## src/design/wbps_pkg.sv

```systemverilog
`timescale 1ns / 1ps
// Shared types, constants and helpers for the wildcard byte pattern scanner.
// No dependencies; used by every other design file.
package wbps_pkg;

    localparam int MAX_PATTERN = 16;
    localparam int WIN_DEPTH   = MAX_PATTERN - 1;
    localparam int BYTE_W      = 8;
    localparam int ADDR_W      = 32;
    localparam int LEN_W       = $clog2(MAX_PATTERN) + 1;
    localparam int FILL_W      = $clog2(WIN_DEPTH + 1);
    localparam int CARE_W      = 16;
    localparam int PDATA_W     = 64;
    localparam int PADDR_W     = 5;
    localparam int REG_IDX_W   = 2;

    // register indexes (byte address = 8 * index)
    typedef logic [REG_IDX_W-1:0] t_reg_idx;
    localparam t_reg_idx REG_PATTERN_LOW  = 2'd0;
    localparam t_reg_idx REG_PATTERN_HIGH = 2'd1;
    localparam t_reg_idx REG_CARE_MASK    = 2'd2;
    localparam t_reg_idx REG_PATTERN_LEN  = 2'd3;

    typedef struct packed {
        logic [BYTE_W-1:0] data_byte;
        logic [ADDR_W-1:0] scan_address;
        logic              region_start;
        logic              last_byte;
    } t_in_item;

    typedef struct packed {
        logic              found;
        logic [ADDR_W-1:0] match_address;
    } t_result;

    // signature pre-aligned to window positions: entry k compares against
    // the byte k steps older than the current one
    typedef struct packed {
        logic [LEN_W-1:0]                   len;
        logic [MAX_PATTERN-1:0][BYTE_W-1:0] sig_al;
        logic [MAX_PATTERN-1:0]             care_al;
    } t_cfg;

    // zero reads as one, anything above the maximum saturates
    function automatic logic [LEN_W-1:0] eff_len(input logic [LEN_W-1:0] raw);
        logic [LEN_W-1:0] n;
        n = raw;
        if (raw == '0) begin
            n = LEN_W'(1);
        end else if (raw > LEN_W'(MAX_PATTERN)) begin
            n = LEN_W'(MAX_PATTERN);
        end
        return n;
    endfunction

endpackage

```

## src/design/wbps_if.sv

```systemverilog
`timescale 1ns / 1ps
// Valid/ready stream interfaces for scanner input bytes and scan results.
// Depends on wbps_pkg for field widths.
interface wbps_in_if;
    logic                        valid;
    logic                        ready;
    logic [wbps_pkg::BYTE_W-1:0] data_byte;
    logic [wbps_pkg::ADDR_W-1:0] scan_address;
    logic                        region_start;
    logic                        last_byte;

    modport source (output valid, data_byte, scan_address, region_start, last_byte,
                    input ready);
    modport sink   (input valid, data_byte, scan_address, region_start, last_byte,
                    output ready);
endinterface

interface wbps_out_if;
    logic                        valid;
    logic                        ready;
    logic                        found;
    logic [wbps_pkg::ADDR_W-1:0] match_address;

    modport source (output valid, found, match_address, input ready);
    modport sink   (input valid, found, match_address, output ready);
endinterface

```

## src/design/wbps_cfg_regs.sv

```systemverilog
`timescale 1ns / 1ps
// APB configuration registers and signature alignment for the scanner.
// Depends on wbps_pkg.
module wbps_cfg_regs (
    input  logic                           i_clk,
    input  logic                           i_rst_n,
    input  logic                           psel,
    input  logic                           penable,
    input  logic                           pwrite,
    input  logic [wbps_pkg::PADDR_W-1:0]   paddr,
    input  logic [wbps_pkg::PDATA_W-1:0]   pwdata,
    output logic [wbps_pkg::PDATA_W-1:0]   prdata,
    output logic                           pready,
    output wbps_pkg::t_cfg                 o_cfg
);
    import wbps_pkg::*;

    logic [PDATA_W-1:0] r_pattern_low;
    logic [PDATA_W-1:0] r_pattern_high;
    logic [CARE_W-1:0]  r_care_mask;
    logic [LEN_W-1:0]   r_pattern_len;

    t_reg_idx                           reg_idx;
    logic                               wr_en;
    logic [MAX_PATTERN-1:0][BYTE_W-1:0] sig;
    logic [LEN_W-1:0]                   len;

    assign pready  = 1'b1;
    assign reg_idx = paddr[PADDR_W-1 -: REG_IDX_W];
    assign wr_en   = psel && penable && pwrite && pready;

    always_ff @(posedge i_clk) begin
        if (!i_rst_n) begin
            r_pattern_low  <= '0;
            r_pattern_high <= '0;
            r_care_mask    <= '1;
            r_pattern_len  <= LEN_W'(1);
        end else if (wr_en) begin
            unique case (reg_idx)
                REG_PATTERN_LOW:  r_pattern_low  <= pwdata;
                REG_PATTERN_HIGH: r_pattern_high <= pwdata;
                REG_CARE_MASK:    r_care_mask    <= pwdata[CARE_W-1:0];
                REG_PATTERN_LEN:  r_pattern_len  <= pwdata[LEN_W-1:0];
                default: ;
            endcase
        end
    end

    always_comb begin
        unique case (reg_idx)
            REG_PATTERN_LOW:  prdata = r_pattern_low;
            REG_PATTERN_HIGH: prdata = r_pattern_high;
            REG_CARE_MASK:    prdata = PDATA_W'(r_care_mask);
            REG_PATTERN_LEN:  prdata = PDATA_W'(r_pattern_len);
            default:          prdata = '0;
        endcase
    end

    assign sig = {r_pattern_high, r_pattern_low};
    assign len = eff_len(r_pattern_len);

    // window position k holds signature byte len-1-k; positions past the
    // length never compare
    always_comb begin
        logic [LEN_W-1:0] d;
        o_cfg.len = len;
        for (int k = 0; k < MAX_PATTERN; k++) begin
            d = len - LEN_W'(1) - LEN_W'(k);
            if (LEN_W'(k) < len) begin
                o_cfg.sig_al[k]  = sig[d[LEN_W-2:0]];
                o_cfg.care_al[k] = r_care_mask[d[LEN_W-2:0]];
            end else begin
                o_cfg.sig_al[k]  = '0;
                o_cfg.care_al[k] = 1'b0;
            end
        end
    end

endmodule

```

## src/design/wbps_match_core.sv

```systemverilog
`timescale 1ns / 1ps
// Input register, byte window, masked compare and first-hit tracking.
// Depends on wbps_pkg.
module wbps_match_core (
    input  logic               i_clk,
    input  logic               i_rst_n,
    input  wbps_pkg::t_cfg     i_cfg,
    input  logic               i_in_valid,
    input  wbps_pkg::t_in_item i_in_item,
    output logic               o_in_ready,
    input  logic               i_res_ready,
    output logic               o_res_valid,
    output wbps_pkg::t_result  o_res
);
    import wbps_pkg::*;

    logic                             r_in_valid;
    t_in_item                         r_in;
    logic [WIN_DEPTH-1:0][BYTE_W-1:0] r_win;
    logic [FILL_W-1:0]                r_fill;
    logic                             r_hit;
    logic [ADDR_W-1:0]                r_addr;

    logic [FILL_W-1:0]                  n_fill;
    logic                               n_hit;
    logic [ADDR_W-1:0]                  n_addr;
    logic                               adv;
    logic [FILL_W-1:0]                  fill0;
    logic [MAX_PATTERN-1:0][BYTE_W-1:0] hist;
    logic [MAX_PATTERN-1:0]             byte_ok;
    logic                               cand;

    // a non-last byte never waits on the output side
    assign adv         = r_in_valid && (!r_in.last_byte || i_res_ready);
    assign o_in_ready  = !r_in_valid || adv;
    assign o_res_valid = adv && r_in.last_byte;

    assign fill0 = r_in.region_start ? '0 : r_fill;
    assign hist  = {r_win, r_in.data_byte};

    always_comb begin
        for (int k = 0; k < MAX_PATTERN; k++) begin
            byte_ok[k] = !i_cfg.care_al[k] || (hist[k] == i_cfg.sig_al[k]);
        end
    end

    assign cand   = !r_hit && ((LEN_W'(fill0) + LEN_W'(1)) >= i_cfg.len) && (&byte_ok);
    assign n_hit  = r_hit || cand;
    assign n_addr = cand ? (r_in.scan_address - ADDR_W'(i_cfg.len - LEN_W'(1))) : r_addr;
    assign n_fill = r_in.last_byte ? '0 :
                    (fill0 == FILL_W'(WIN_DEPTH)) ? fill0 : fill0 + FILL_W'(1);

    assign o_res.found         = n_hit;
    assign o_res.match_address = n_hit ? n_addr : '0;

    always_ff @(posedge i_clk) begin
        if (!i_rst_n) begin
            r_in_valid <= 1'b0;
            r_fill     <= '0;
            r_hit      <= 1'b0;
        end else begin
            if (o_in_ready) begin
                r_in_valid <= i_in_valid;
            end
            if (adv) begin
                r_fill <= n_fill;
                r_hit  <= n_hit && !r_in.last_byte;
            end
        end
    end

    always_ff @(posedge i_clk) begin
        if (o_in_ready && i_in_valid) begin
            r_in <= i_in_item;
        end
        if (adv) begin
            r_win  <= hist[WIN_DEPTH-1:0];
            r_addr <= n_addr;
        end
    end

endmodule

```

## src/design/wbps_out_reg.sv

```systemverilog
`timescale 1ns / 1ps
// Result output register; holds a result until the sink takes it.
// Depends on wbps_pkg.
module wbps_out_reg (
    input  logic              i_clk,
    input  logic              i_rst_n,
    input  logic              i_load,
    input  wbps_pkg::t_result i_res,
    output logic              o_can_load,
    output logic              o_valid,
    input  logic              i_ready,
    output wbps_pkg::t_result o_res
);
    import wbps_pkg::*;

    logic    r_valid;
    t_result r_res;

    assign o_can_load = !r_valid || i_ready;
    assign o_valid    = r_valid;
    assign o_res      = r_res;

    always_ff @(posedge i_clk) begin
        if (!i_rst_n) begin
            r_valid <= 1'b0;
        end else if (i_load) begin
            r_valid <= 1'b1;
        end else if (i_ready) begin
            r_valid <= 1'b0;
        end
    end

    always_ff @(posedge i_clk) begin
        if (i_load) begin
            r_res <= i_res;
        end
    end

endmodule

```

## src/design/wildcard_byte_pattern_scanner_unit.sv

```systemverilog
`timescale 1ns / 1ps
// Wildcard byte pattern scanner: top level. Uses wbps_pkg, wbps_if, wbps_cfg_regs,
// wbps_match_core and wbps_out_reg.
// Throughput: one byte per cycle unless a last byte finds the output register full.
// Last-byte result path: input register, compare, output register, o_out.
// Reset (i_rst_n, synchronous, low): empties the pipeline and scan state; registers
// return to pattern 0, care mask all ones, length 1.
module wildcard_byte_pattern_scanner_unit (
    input  logic                          i_clk,
    input  logic                          i_rst_n,
    wbps_in_if.sink                       i_in,
    wbps_out_if.source                    o_out,
    input  logic                          psel,
    input  logic                          penable,
    input  logic                          pwrite,
    input  logic [wbps_pkg::PADDR_W-1:0]  paddr,
    input  logic [wbps_pkg::PDATA_W-1:0]  pwdata,
    output logic [wbps_pkg::PDATA_W-1:0]  prdata,
    output logic                          pready
);
    import wbps_pkg::*;

    t_cfg     cfg;
    t_in_item in_item;
    t_result  core_res;
    t_result  out_res;
    logic     core_res_valid;
    logic     out_can_load;
    logic     core_in_ready;

    // The user must keep registers static while bytes flow; the block does not
    // enforce it. The aligned signature (byte per slot) comes straight off them.
    wbps_cfg_regs u_cfg (
        .i_clk   (i_clk),
        .i_rst_n (i_rst_n),
        .psel    (psel),
        .penable (penable),
        .pwrite  (pwrite),
        .paddr   (paddr),
        .pwdata  (pwdata),
        .prdata  (prdata),
        .pready  (pready),
        .o_cfg   (cfg)
    );

    assign in_item.data_byte    = i_in.data_byte;
    assign in_item.scan_address = i_in.scan_address;
    assign in_item.region_start = i_in.region_start;
    assign in_item.last_byte    = i_in.last_byte;
    assign i_in.ready           = core_in_ready;

    // Stage 1 registers the byte; stage 2 compares it with the window,
    // updates the first-hit state and on the last byte hands a result
    // to the output register. Only a last byte can stall the pipe.
    wbps_match_core u_core (
        .i_clk       (i_clk),
        .i_rst_n     (i_rst_n),
        .i_cfg       (cfg),
        .i_in_valid  (i_in.valid),
        .i_in_item   (in_item),
        .o_in_ready  (core_in_ready),
        .i_res_ready (out_can_load),
        .o_res_valid (core_res_valid),
        .o_res       (core_res)
    );

    wbps_out_reg u_out (
        .i_clk      (i_clk),
        .i_rst_n    (i_rst_n),
        .i_load     (core_res_valid),
        .i_res      (core_res),
        .o_can_load (out_can_load),
        .o_valid    (o_out.valid),
        .i_ready    (o_out.ready),
        .o_res      (out_res)
    );

    assign o_out.found         = out_res.found;
    assign o_out.match_address = out_res.match_address;

    // no address reported without a match
    a_no_addr_without_found: assert property (@(posedge i_clk) disable iff (!i_rst_n)
        (o_out.valid && !o_out.found) |-> (o_out.match_address == '0))
        else $error("match address nonzero with found clear");

    // input backpressure only comes from a stalled, full output register
    a_stall_source: assert property (@(posedge i_clk) disable iff (!i_rst_n)
        !i_in.ready |-> (o_out.valid && !o_out.ready))
        else $error("input stalled without output backpressure");

    // output register is empty right after reset
    a_reset_empty: assert property (@(posedge i_clk)
        !i_rst_n |=> !o_out.valid)
        else $error("result valid right after reset");

endmodule

```

## src/flat_wrapper.sv

```systemverilog
// flat-port wrapper written by rule: the top's interface ports become plain ports
module wildcard_byte_pattern_scanner_unit_flat import wbps_pkg::*;
  (i_clk, i_rst_n, psel, penable, pwrite, paddr, pwdata, prdata, pready, i_in_valid, i_in_data_byte, i_in_scan_address, i_in_region_start, i_in_last_byte, i_in_ready, o_out_valid, o_out_found, o_out_match_address, o_out_ready);
  wbps_in_if i_in_i ();
  wbps_out_if o_out_i ();
  input  logic i_clk;
  input  logic i_rst_n;
  input  logic psel;
  input  logic penable;
  input  logic pwrite;
  input  logic [wbps_pkg::PADDR_W-1:0] paddr;
  input  logic [wbps_pkg::PDATA_W-1:0] pwdata;
  output logic [wbps_pkg::PDATA_W-1:0] prdata;
  output logic pready;
  input wire logic [$bits(i_in_i.valid)-1:0] i_in_valid;
  input wire logic [$bits(i_in_i.data_byte)-1:0] i_in_data_byte;
  input wire logic [$bits(i_in_i.scan_address)-1:0] i_in_scan_address;
  input wire logic [$bits(i_in_i.region_start)-1:0] i_in_region_start;
  input wire logic [$bits(i_in_i.last_byte)-1:0] i_in_last_byte;
  output wire logic [$bits(i_in_i.ready)-1:0] i_in_ready;
  output wire logic [$bits(o_out_i.valid)-1:0] o_out_valid;
  output wire logic [$bits(o_out_i.found)-1:0] o_out_found;
  output wire logic [$bits(o_out_i.match_address)-1:0] o_out_match_address;
  input wire logic [$bits(o_out_i.ready)-1:0] o_out_ready;
  assign i_in_i.valid = i_in_valid;
  assign i_in_i.data_byte = i_in_data_byte;
  assign i_in_i.scan_address = i_in_scan_address;
  assign i_in_i.region_start = i_in_region_start;
  assign i_in_i.last_byte = i_in_last_byte;
  assign i_in_ready = i_in_i.ready;
  assign o_out_valid = o_out_i.valid;
  assign o_out_found = o_out_i.found;
  assign o_out_match_address = o_out_i.match_address;
  assign o_out_i.ready = o_out_ready;
  wildcard_byte_pattern_scanner_unit u_core (.i_clk(i_clk), .i_rst_n(i_rst_n), .i_in(i_in_i), .o_out(o_out_i), .psel(psel), .penable(penable), .pwrite(pwrite), .paddr(paddr), .pwdata(pwdata), .prdata(prdata), .pready(pready));
endmodule
```

## config.mk

```make
export PLATFORM = sky130hd
export DESIGN_NAME = wildcard_byte_pattern_scanner_unit_flat
export DESIGN_NICKNAME = d
export VERILOG_FILES = /design/src/design/wbps_pkg.sv /design/src/design/wbps_if.sv /design/src/design/wbps_cfg_regs.sv /design/src/design/wbps_match_core.sv /design/src/design/wbps_out_reg.sv /design/src/design/wildcard_byte_pattern_scanner_unit.sv /design/src/flat_wrapper.sv
export SDC_FILE = /design/constraint.sdc
export NUM_CORES = 1
export LEC_CHECK = 0
export BUFFER_PORTS_ARGS = -buffer_cell sky130_fd_sc_hd__buf_2
export CAP_MARGIN = 15
export CORE_UTILIZATION = 61
export DETAILED_ROUTE_END_ITERATION = 8
export PLACE_DENSITY = 0.81
export SYNTH_ARGS = -nofsm -noshare
export SYNTH_HDL_FRONTEND = slang
export SYNTH_SLANG_ARGS = --single-unit
```

## constraint.sdc

```tcl
create_clock -name i_clk -period 7.8 [get_ports i_clk]
set_input_delay 1.56 -clock i_clk [delete_from_list [all_inputs] [get_ports i_clk]]
set_output_delay 1.56 -clock i_clk [all_outputs]
set_load 0.05 [all_outputs]
```

Yosys cells after proc, flatten, opt, wreduce, memory -nomap -nowiden. Index checks and enable logic that the tools add are counted.

Flip-flop bits (word level): 383. Input port bits: 118. Output and inout port bits: 100. Word-level logic and storage cells: 265.

Add/sub/neg operators: 20. Magnitude comparators: 34. Eq/ne operators: 20. Multiplexer cells: 105. Reduce and logical (&&, ||, !) cells: 56.

Operators by type and width (number): 8-bit binary-select mux with 4-bit select (16); 8-bit 2-to-1 mux (32); 64-bit case mux with 4 select lines (1); 8-bit == test (16); 4-bit by 5-bit less-than comparator with 1-bit output, second input constant (16); 1-bit binary-select mux with 4-bit select (16); 4-bit by 5-bit less-than comparator with 1-bit output, first input constant (8); 1-bit 2-to-1 mux (34); 32-bit 2-to-1 mux (1); 32-bit subtractor (1); 4-bit subtractor, second input constant (8); 1-bit logical NOT (20); 1-bit logical OR (20); 3-bit by 5-bit less-than comparator with 1-bit output, first input constant (4); 16-bit AND reduction (1); 4-bit by 3-bit subtractor with 4-bit output, second input constant (4); 4-bit 2-to-1 mux (3); 1-bit by 5-bit less-than comparator with 1-bit output, first input constant (2); 2-bit by 5-bit less-than comparator with 1-bit output, first input constant (2); 5-bit 2-to-1 mux (2); 1-bit logical AND (8); 2-bit AND reduction (4); 4-bit by 1-bit subtractor with 4-bit output, second input constant (2); 4-bit by 2-bit subtractor with 4-bit output, second input constant (2); 11 further kinds (12).

Longest topological paths before layout. Gate-level depths: netlist of the first run.

Word-level depth: 14. Gate-level depth with buffers: 25. Mapped depth without buffers: 17.

Modules after synthesis. Synthesis of the first run repeated with hierarchy kept, for this count alone.

Cell total of the unflattened synthesis: 2412. Area total of the unflattened synthesis: 25349.3 µm².

By module, submodules not included: wbps_cfg_regs (instances 1, cells an instance 1550, area each 13701.9 µm², sequential area each 2982.9 µm²); wbps_match_core (instances 1, cells an instance 825, area each 10607.7 µm², sequential area each 5945.7 µm²); wbps_out_reg (instances 1, cells an instance 37, area each 1039.7 µm², sequential area each 1011.0 µm²).

Worst setup path before layout of the first run. Ideal clock, no wire load.

Kind: reg-to-reg. Start: register u_core.u_cfg.r_pattern_len[1]. End: register u_core.u_out.r_res (netlist bit u_core.u_out.o_res[28]), data pin. Library setup time: 0.262 ns. Data arrival time: 6.422 ns. Required time: 7.538 ns. Slack: 1.116 ns. Cell stages (with the launch flop): 26. Path buffers: 9. Clock period less this slack: 6.684 ns. Path through: dfxtp_1 > buf_6 > or4_4 > nand2_8 > buf_4 > buf_4 > buf_2 > buf_2 > ha_1 > clkbuf_1 > clkbuf_1 > buf_1 > buf_1 > xnor2_1 > ha_1 > a21o_1 > maj3_1 > o22ai_1 > o31ai_1 > o311ai_0 > a311oi_1 > a221o_1 > a21oi_1 > o21ai_0 > xnor2_1 > o21ai_0.

Longest elaborated chain between the ends: 13. Elaborated cells on any way between the ends: 188. Classes of those cells: add/sub: 18; order compare: 18; eq/ne: 16; mux: 99; reduce/logical: 37.

Ends and longest elaborated chain: start, declared (line wbps_cfg_regs.sv:21) `logic [LEN_W-1:0] r_pattern_len;`; start signal, assigned (line wbps_cfg_regs.sv:43) `REG_PATTERN_LEN: r_pattern_len <= pwdata[LEN_W-1:0];`; 5-bit > comparator (line wbps_pkg.sv:50) `end else if (raw > LEN_W'(MAX_PATTERN)) begin`; 5-bit 2-to-1 mux (line wbps_pkg.sv:50); 5-bit 2-to-1 mux (*) (line wbps_pkg.sv:48) `if (raw == '0) begin`; 4-bit by 1-bit subtractor with 4-bit output (line wbps_cfg_regs.sv:68) `d = len - LEN_W'(1) - LEN_W'(k);`; 4-bit by 1-bit subtractor with 4-bit output (tied with other cells) (line wbps_cfg_regs.sv:68); 8-bit binary-select mux with 4-bit select or 1-bit binary-select mux with 4-bit select (tied branches) (line wbps_cfg_regs.sv:70, wbps_cfg_regs.sv:71); 8-bit 2-to-1 mux (implied by the code) or 1-bit 2-to-1 mux (tied branches) (line wbps_cfg_regs.sv:70, wbps_cfg_regs.sv:71); 8-bit 2-to-1 mux or 1-bit 2-to-1 mux (tied branches) (line wbps_cfg_regs.sv:69) `if (LEN_W'(k) < len) begin`; 8-bit == test or 1-bit logical NOT (tied branches) (line wbps_match_core.sv:43) `byte_ok[k] = !i_cfg.care_al[k] || (hist[k] == i_cfg.sig_al[k]);`; 1-bit logical OR (line wbps_match_core.sv:43); 16-bit AND reduction (line wbps_match_core.sv:47) `assign cand = !r_hit && ((LEN_W'(fill0) + LEN_W'(1)) >= i_cfg.len) && (&byte_ok);`; 1-bit logical AND (line wbps_match_core.sv:47); 32-bit 2-to-1 mux or 1-bit logical OR (tied branches) (line wbps_match_core.sv:49, wbps_match_core.sv:48); end signal, assigned (line wbps_out_reg.sv:35) `r_res <= i_res;`; end, declared (line wbps_out_reg.sv:17) `t_result r_res;`.

Mark *: on every way between the ends. The rest lies on a longest branch, timed or not. The select of a mux whose other input is x is not followed. A chain may end at the register's enable or synchronous reset.

Final worst setup path of the first run.
Start: register u_core.u_cfg.r_pattern_len[4]. End: register u_core.u_core.r_addr[15], data pin.

Longest elaborated chain between the ends: 13. Elaborated cells on any way between the ends: 187. Classes of those cells: add/sub: 18; order compare: 18; eq/ne: 16; mux: 99; reduce/logical: 36.

Ends and longest elaborated chain: 5-bit > comparator (line wbps_pkg.sv:50); 5-bit 2-to-1 mux (line wbps_pkg.sv:50); 5-bit 2-to-1 mux (*) (line wbps_pkg.sv:48); 4-bit by 1-bit subtractor with 4-bit output (line wbps_cfg_regs.sv:68); 4-bit by 1-bit subtractor with 4-bit output (tied with other cells) (line wbps_cfg_regs.sv:68); 8-bit binary-select mux with 4-bit select or 1-bit binary-select mux with 4-bit select (tied branches) (line wbps_cfg_regs.sv:70, wbps_cfg_regs.sv:71); 8-bit 2-to-1 mux (implied by the code) or 1-bit 2-to-1 mux (tied branches) (line wbps_cfg_regs.sv:70, wbps_cfg_regs.sv:71); 8-bit 2-to-1 mux or 1-bit 2-to-1 mux (tied branches) (line wbps_cfg_regs.sv:69); 8-bit == test or 1-bit logical NOT (tied branches) (line wbps_match_core.sv:43); 1-bit logical OR (line wbps_match_core.sv:43); 16-bit AND reduction (line wbps_match_core.sv:47); 1-bit logical AND (line wbps_match_core.sv:47); 32-bit 2-to-1 mux (*) (line wbps_match_core.sv:49) `assign n_addr = cand ? (r_in.scan_address - ADDR_W'(i_cfg.len - LEN_W'(1))) : r_addr;`; net u_core.u_core.n_addr[15] (line wbps_match_core.sv:26) `logic [ADDR_W-1:0] n_addr;`; end signal, assigned (line wbps_match_core.sv:78) `r_addr <= n_addr;`; end, declared (line wbps_match_core.sv:22) `logic [ADDR_W-1:0] r_addr;`.

Mark *: on every way through the listed nets, which the timed path passes. The rest lies on a longest branch. The select of a mux whose other input is x is not followed.

==> results of run 1 <==
[per-stage QoR]
stage / area [um^2] / setup slack [ns]
5_1_grt: 28500 / 0.979
3_5_place_dp: 27200 / 1.35
3_3_place_gp: 27200 / 1.47
4_1_cts: 28500 / 1.30
2_1_floorplan: 25800 / 1.12
6_report: 28500 / 1.16
[logic make-up (layout without fill, tap and decap cells)]
| logic type | Yosys count | in the layout | synth area share, % |
|---|---|---|---|
| AND/OR/NAND/NOR | 781 | 781 | 13.8 |
| other | 1 | 29 | 0.0146 |
| adder cells (fa/ha/maj) | 40 | 40 | 1.92 |
| AO/OA/AOI/OAI | 526 | 526 | 14.0 |
| XOR/XNOR | 129 | 129 | 4.49 |
| buffers and inverters | 225 | 397 | 3.63 |
| flip-flops | 383 | 383 | 38.7 |
| multiplexers | 387 | 387 | 23.4 |
[metal layers]
| metal | up-vias | wire [um] |
|---|---|---|
| met2 | 1746 | 39600 |
| met4 | 2 | 5180 |
| met1 | 11000 | 34700 |
| met3 | 303 | 13500 |
| li1 | 9616 | - |
| met5 | - | 11 |
[registers in the layout, indices dropped and copies added (netlist names), 4 cells and up]
| signal | count |
|---|---|
| u_core.u_core.r_in | 34 |
| u_core.u_core.hist | 128 |
| u_core.u_out.o_res | 33 |
| u_core.u_cfg.r_pattern_low | 64 |
| u_core.u_core.r_fill | 4 |
| u_core.u_cfg.r_pattern_high | 64 |
| u_core.u_core.r_addr | 32 |
| u_core.u_cfg.r_pattern_len | 5 |
| u_core.u_cfg.r_care_mask | 16 |
[worst max path at each step]
stage,startpoint,end,slack (ns)
final,u_core.u_cfg.r_pattern_len[4],u_core.u_core.r_addr[15],1.16
after global routing,u_core.u_cfg.r_pattern_len[4],u_core.u_core.r_addr[15],0.98
after CTS,u_core.u_cfg.r_pattern_len[4],u_core.u_out.o_res[28],1.30
after detailed placement,u_core.u_cfg.r_pattern_len[4],u_core.u_core.r_addr[4],1.35
after global placement,u_core.u_cfg.r_pattern_len[4],u_core.u_core.r_addr[13],1.47
after floorplan,u_core.u_cfg.r_pattern_len[1],u_core.u_out.o_res[28],1.12
[cell usage in the layout, fill, tap and decap left out, types with 8 or more instances in the layout]
cell type,instances
nand3_1,72
inv_1,58
a21o_1,25
o211ai_1,13
a31oi_1,19
a21oi_1,55
o21ai_0,119
clkbuf_1,13
o21a_1,11
a21boi_0,130
a211oi_1,10
nand2_1,412
xnor2_1,64
a222oi_1,8
nor2_1,134
edfxtp_1,227
nor3_1,20
a32oi_1,17
nor2b_1,24
mux2i_1,210
nand4_1,17
and3_1,12
a22oi_1,37
dfxtp_1,156
nor4_1,9
nand3b_1,8
nand2b_1,10
o31ai_1,8
clkbuf_16,42
buf_2,211
and2_1,9
o32ai_1,8
buf_4,49
xor2_1,59
nor3b_1,8
mux4_2,170
conb_1,28
o22ai_1,10
ha_1,36
[area by class of cell]
cell class                      instances  area, um^2
Multi-Input combinational cell       1891       15000
Fill cell                            2970       12600
Sequential cell                       383        9940
Timing Repair Buffer                  261        1430
Clock buffer                           55        1100
Tap cell                              532         666
Inverter                               62         240
Clock inverter                         19         206
Antenna cell                            1        2.50
[cell usage after synthesis (37+ instances only)]
| library cell | count | share of area, % |
|---|---|---|
| a21boi_0 | 130 | 3.8 |
| a22oi_1 | 37 | 1.1 |
| inv_1 | 59 | 0.86 |
| mux4_2 | 170 | 15 |
| xor2_1 | 59 | 2.0 |
| clkbuf_1 | 120 | 1.8 |
| dfxtp_1 | 156 | 12 |
| nand3_1 | 72 | 1.4 |
| mux2i_1 | 210 | 8.2 |
| ha_1 | 37 | 1.8 |
| nor2_1 | 134 | 2.0 |
| a21oi_1 | 56 | 1.1 |
| nand2_1 | 413 | 6.0 |
| o21ai_0 | 119 | 2.3 |
| xnor2_1 | 68 | 2.3 |
| edfxtp_1 | 227 | 27 |
[power by group through the flow]
stage	registers (mW)	logic, mW	clock network (mW)
final	2.28	0.542	1.94
after detailed placement	2.32	0.522	0
after global placement	2.32	0.505	0
after CTS	2.28	0.528	1.95
after floorplan	2.31	0.358	0
after global routing	2.29	0.574	2.02
==> metrics.sh, run 1 <==
RUN_STATUS='finished with violations'
VIOLATED_CHECKS='DRC'
CLK_LATENCY_NS=0.57
POST-LAYOUT-TOTAL-POWER_mW=4.77
CRITICAL_PATH.CELL_CHAIN='nand2b_1 > buf_4 > nand2_8 > ha_2 > buf_4 > o21a_1 > o22ai_1 > a21oi_4 > buf_4 > mux2i_1 > o211ai_1 > o21ai_0 > nand2_1 > o31ai_1 > o211ai_1 > a32oi_1 > nand4_1 > buf_4 > mux2_2'
CTS-ROOT-BUF='clkbuf_16'
DIEAREA_UM2=42900
SETUP-TNS-FINAL_NS=0
GRT_UTIL_ALL_LAYERS_PCT=42.6
FINAL_PERIOD_MINUS_WORST_SETUP_SLACK_NS=6.64
CRIT_TOP_CELL='buf_4'
START_UTIL_PCT=62.4
DETAIL_ROUTE.FIRST_PASS.ITERATIONS=9
YS_FF_LATCH=383
PATH_CLK_SLEW_NS=0.06
CTSHTREEMAXLEVEL=2
ROUTED_WIRE_LENGTH_PER_INSTANCE_UM=29.0
MAX_STAGE_DELAY_NS=0.73
CRIT_SLOWEST_CELL='dfxtp_1'
MAX_CAP_VIOL_COUNT=0
SYNTH_FLOP_CELL='edfxtp_1'
PORT_BUFFERS=213
CTS_TREE='done'
DRTITER0DRC=3325
WORST_IR_DROP_VDD_mV=0.187
SLEW_VIOL_FINAL=0
BUSIEST_LAYER='met2'
SYNTH_ENABLE_FLOP_CELLS=227
GRT_USE_MET3_PCT=12.4
FINAL_UTIL_PCT=69.4
GR-TOTAL-OVERFLOW=0
POWER_DENSITY_nW_PER_UM2=167
FINAL.SETUP_SKEW_NS=0.0293
VIASPERCELL=7.08
GRT_PASS1_WL_UM=135000
FLOORPLAN.DIE.WIDTH_UM=207
HOLD_PATH_END='u_core.u_core.hist[12]'
WORSTSETUPSTARTPOINTTYPE='register'
FIN_CELLS=3204
PATH_DEPTH_OF_THE_WORST_REG2REG_PATH=19
TIMING.CRITICAL_PATH.ARRIVAL_NS=6.96
SEQ_POWER_SHARE_PCT=47.9
ROUTE.DETAILED.DRC=2
WORSTSETUPPATHTYPE='reg -> reg'
POST_SYNTHESIS_INSTANCE_AREA_UM2=25700
CTS_SETUP_BUFFERS=0
CRITPATHTOPFAMILY='compound AO/OA/AOI/OAI gates'
TOTAL_LEAKAGE_POWER_nW=10.8
WORST-PATH-STAGES=19
CTS_HOLD_BUF=0
REPORT.FINAL.SETUP_VIOL=0
FINALWEIGHTEDCONGESTION=1.06
TIMING.REG2REG.SETUP_SLACK_NS=1.16
TIMING.HOLD.WORST.CLASS='reg -> reg'
TIGHTESTPINTRANSITION_NS=1.03
WHS_NS=0.471
POST_SYNTH.CELL_AREA_AVG_UM2=10.4
DRT-TOTAL-WL_UM=93000
NETSWITCHINGFRACTION_PCT=25.8
POST_CTS.RESIZED_INSTANCES=0
NUMBER_OF_DISTINCT_STANDARD_CELLS_REFERENCED_BY_THE_SYNTHESIZED_NETLIST=82
SYNTHCELLS=2472
ANTENNA_VIOLATIONS_BEFORE_REPAIR=2
NUM-NETS-FINAL=2796
FINAL_HOLD_VIOLS=0
DP.FINAL_HPWL_UM=69900
INTERNAL_POWER_mW=3.54
PLACEABLECOREAREA_UM2=41100
NUM_VIAS=22700
CRITPATHREQUIREDTIME_NS=8.12
LAYOUT-DRIVE-GT1-SHARE_PCT=19.4
P_CLK_SHARE_PCT=40.7
ANT_NETS=0
YS.WARNINGS.COUNT=0
HOLD_PATH_DEPTH=0
POWER.SHARE.COMBINATIONAL_PCT=11.4
CLK_BUF_DEPTH=3
SYNTH.YOSYS.SEQ_AREA_SHARE_PCT=38.7
ASYNC_RESET_FF_SHARE_PCT=0
SETUP.WORST_PATH.END_CLASS='register'
ROWS=74
TIMING.FMAX_GHz=0.151
GRTUSAGEMET2_PCT=62.1
FINALCRITPERIODSHARE_PCT=85.1
MAXSLEWHEADROOM_PCT=31.0
SETUP_REPAIR_AFTER_GLOBAL_ROUTING_MISSED_ITS_MARGIN='false'
R2R_START='u_core.u_cfg.r_pattern_len[4]'
NUMBER_OF_GLOBAL_ROUTE_VIAS_BEFORE_REPAIR=21100
NUMBER_OF_SINKS_ON_THE_CLOCK_NET=383
CTS_BUFFERS=42
AREA_DELTA_SYNTH_FINAL_PCT=11.3
WORSTREG2REGEND='u_core.u_core.r_addr[15]'
P_SWITCHING_mW=1.23
HOLD_PATH.STARTPOINT='u_core.u_core.hist[4]'
FP.DIEH_UM=207
GROUTE.LAYER.MET1.USAGE_PCT=58.4
DP_CELLS=3128
PATH_MAX_FANOUT=66
TIMING.CRITICAL_PATH.BUF_INV=4
GRT_MAX_DEGREE=101
NUM_IO_PINS=218
Note: power is estimated with default switching activity, not from simulation.
==> run 2, diff against run 1 <==
Clock period 7.8 ns to 6.6 ns, I/O delays scaled along.
==> metrics.sh, run 2 (synthesized netlist as in run 1, its figures left out) <==
CTS_HOLD_BUF=0  # unchanged
TIGHTESTPINTRANSITION_NS=1.08  # +0.0457 ns
SETUP_REPAIR_AFTER_GLOBAL_ROUTING_MISSED_ITS_MARGIN='false'
SLEW_VIOL_FINAL=0  # unchanged
GRT_PASS1_WL_UM=139000  # +2.9%
GRT_USE_MET3_PCT=11.2  # -1.2 points
BUSIEST_LAYER='met2'
TIMING.HOLD.WORST.CLASS='reg -> reg'
SETUP-TNS-FINAL_NS=0  # unchanged
POST-LAYOUT-TOTAL-POWER_mW=5.65  # +19%
NUM_ANTENNA_CELLS=0  # -1
GRT_UTIL_ALL_LAYERS_PCT=43.9  # +1.3 points
PORT_BUFFERS=213  # unchanged
ROUTE.DETAILED.DRC=2  # unchanged
VIOLATED_CHECKS='DRC'
VIASPERCELL=7.08  # about the same
DP.FINAL_HPWL_UM=71500  # +2.3%
FINALCRITPERIODSHARE_PCT=92.9  # +7.7 points
GROUTE.LAYER.MET1.USAGE_PCT=59.3  # +0.93 points
ANTENNA_VIOLATIONS_BEFORE_REPAIR=0  # -2
PATH_CLK_SLEW_NS=0.07  # about the same
DIEAREA_UM2=42900  # unchanged
ROUTED_WIRE_LENGTH_PER_INSTANCE_UM=29.6  # +1.8%
STDCELL_AREA_UM2=28700  # +0.42%
MAX_CAP_VIOL_COUNT=0  # unchanged
FLOORPLAN.DIE.WIDTH_UM=207  # unchanged
MAXSLEWHEADROOM_PCT=27.8  # -3.1 points
POST_CTS.RESIZED_INSTANCES=0  # unchanged
CRITPATHREQUIREDTIME_NS=6.92  # -1.20 ns
FILLERINSTANCES=2941  # -0.98%
CTSHTREEMAXLEVEL=2  # unchanged
MOSTFREQUENTLAYOUTCELL='nand2_1'
SETUP.WORST_PATH.END_CLASS='register'
FINAL_PERIOD_MINUS_WORST_SETUP_SLACK_NS=6.13  # -0.512 ns
TOTAL_LEAKAGE_POWER_nW=10.8  # +0.61%
FINAL_HOLD_VIOLS=0  # unchanged
WORST_IR_DROP_VDD_mV=0.208  # +11%
WORSTSETUPPATHTYPE='reg -> reg'
AREA_DELTA_SYNTH_FINAL_PCT=11.8
NUMBER_OF_GLOBAL_ROUTE_VIAS_BEFORE_REPAIR=21600  # +2.3%
PLACEABLECOREAREA_UM2=41100  # unchanged
WORSTSETUPSTARTPOINTTYPE='register'
REPORT.FINAL.SETUP_VIOL=0  # unchanged
POST_PLACE_INSTANCE_AREA_UM2=27400  # +0.46%
CTS_BUFFERS=41  # -2.4%
FP.DIEH_UM=207  # unchanged
POWER_DENSITY_nW_PER_UM2=197  # +18%
NUM_IO_PINS=218  # unchanged
ANT_NETS=0  # unchanged
RUN_STATUS='finished with violations'
TIMING.CRITICAL_PATH.ARRIVAL_NS=6.45  # -0.51 ns
GRTUSAGEMET2_PCT=66.2  # +4.1 points
DRTITER0DRC=3494  # +5.1%
PATH_MAX_FANOUT=66  # unchanged
NUM-NETS-FINAL=2804  # +0.29%
NUM_VIAS=22700  # +0.18%
LAYOUT-DRIVE-GT1-SHARE_PCT=20.0  # +0.61 points
TIMING.FMAX_GHz=0.163  # +8.4%
FINALWEIGHTEDCONGESTION=1.04  # -1.9%
ROWS=74  # unchanged
CLK_LATENCY_NS=0.58  # about the same
CTS-ROOT-BUF='clkbuf_16'
GR-TOTAL-OVERFLOW=0  # unchanged
DETAIL_ROUTE.FIRST_PASS.ITERATIONS=9  # unchanged
LAYOUT_COMMON_CELLS='nand2_1, edfxtp_1, buf_2'
CTS_SETUP_BUFFERS=0  # unchanged
FINAL.SETUP_SKEW_NS=0.0228  # -0.00652 ns
DRT-TOTAL-WL_UM=94900  # +2.1%
START_UTIL_PCT=62.4  # unchanged
CLK_BUF_DEPTH=3  # unchanged
CTS_TREE='done'
GRT_MAX_DEGREE=105  # +4.0%
FLIP_FLOP_COUNT_OF_THE_LARGEST_REGISTER_ALL_COPIES_AND_WORDS_ADDED=128  # unchanged
NUMBER_OF_SINKS_ON_THE_CLOCK_NET=383  # unchanged
[run 2: routing by layer]
| layer | wire [um] | vias to the layer above |
|---|---|---|
| met5 | 0 | - |
| met4 | 5410 | 0 |
| met3 | 12700 | 274 |
| met2 | 41400 | 1694 |
| met1 | 35500 | 11100 |
| li1 | - | 9625 |
[run 2: final timing paths]
check | slack (ns) | start | to | depth (start not counted)
worst max-delay path | 0.47 | u_core.u_cfg.r_pattern_len[2] | u_core.u_core.r_addr[13] | 17
worst min-delay path | 0.48 | u_core.u_core.hist[88] | u_core.u_core.hist[96] | 0
worst max register to register | 0.47 | u_core.u_cfg.r_pattern_len[2] | u_core.u_core.r_addr[13] | 17
worst min register to register | 0.48 | u_core.u_core.hist[88] | u_core.u_core.hist[96] | 0
[run 2: worst max-delay path, cell delays in order (launching register included)]
cell	delay, ns
dfxtp_1	0.43
or4_4	0.73
nand2_8	0.14
ha_2	0.30
inv_2	0.43
buf_12	0.23
mux4_2	0.61
mux2i_1	0.28
buf_4	0.21
o21ai_0	0.11
xor2_1	0.18
nor4_1	0.35
a21oi_1	0.15
or4_1	0.47
nor4b_2	0.28
nand4_1	0.27
buf_12	0.31
mux2_1	0.35
[run 2: area by class of cell]
cell class / count / area (um^2) / share of cell area [%]
inverter: 62 / 240 / 0.838
clock inverter: 23 / 205 / 0.716
clock buffer: 51 / 1100 / 3.85
tap: 532 / 666 / 2.32
timing repair buffer: 270 / 1550 / 5.40
sequential: 383 / 9940 / 34.7
multi-input combinational: 1891 / 15000 / 52.2
[run 2: per-stage QoR]
step | instances | hold WS (ns) | worst slack, ns | util, %
2_1_floorplan | 2499 | 0.437 | 0.0935 | -
3_3_place_gp | 3138 | 0.452 | 0.743 | 66.6
3_5_place_dp | 3138 | 0.461 | 0.663 | 66.6
4_1_cts | 3212 | 0.477 | 0.653 | 69.7
5_1_grt | 3212 | 0.478 | 0.294 | 69.7
6_report | 3212 | 0.478 | 0.471 | 69.7
[run 2: where the power goes]
| part | switching [mW] | total, mW | internal [mW] |
|---|---|---|---|
| logic | 0.412 | 0.650 | 0.238 |
| clock network | 1.02 | 2.30 | 1.28 |
| registers | 0.0833 | 2.70 | 2.61 |
| total | 1.52 | 5.65 | 4.13 |
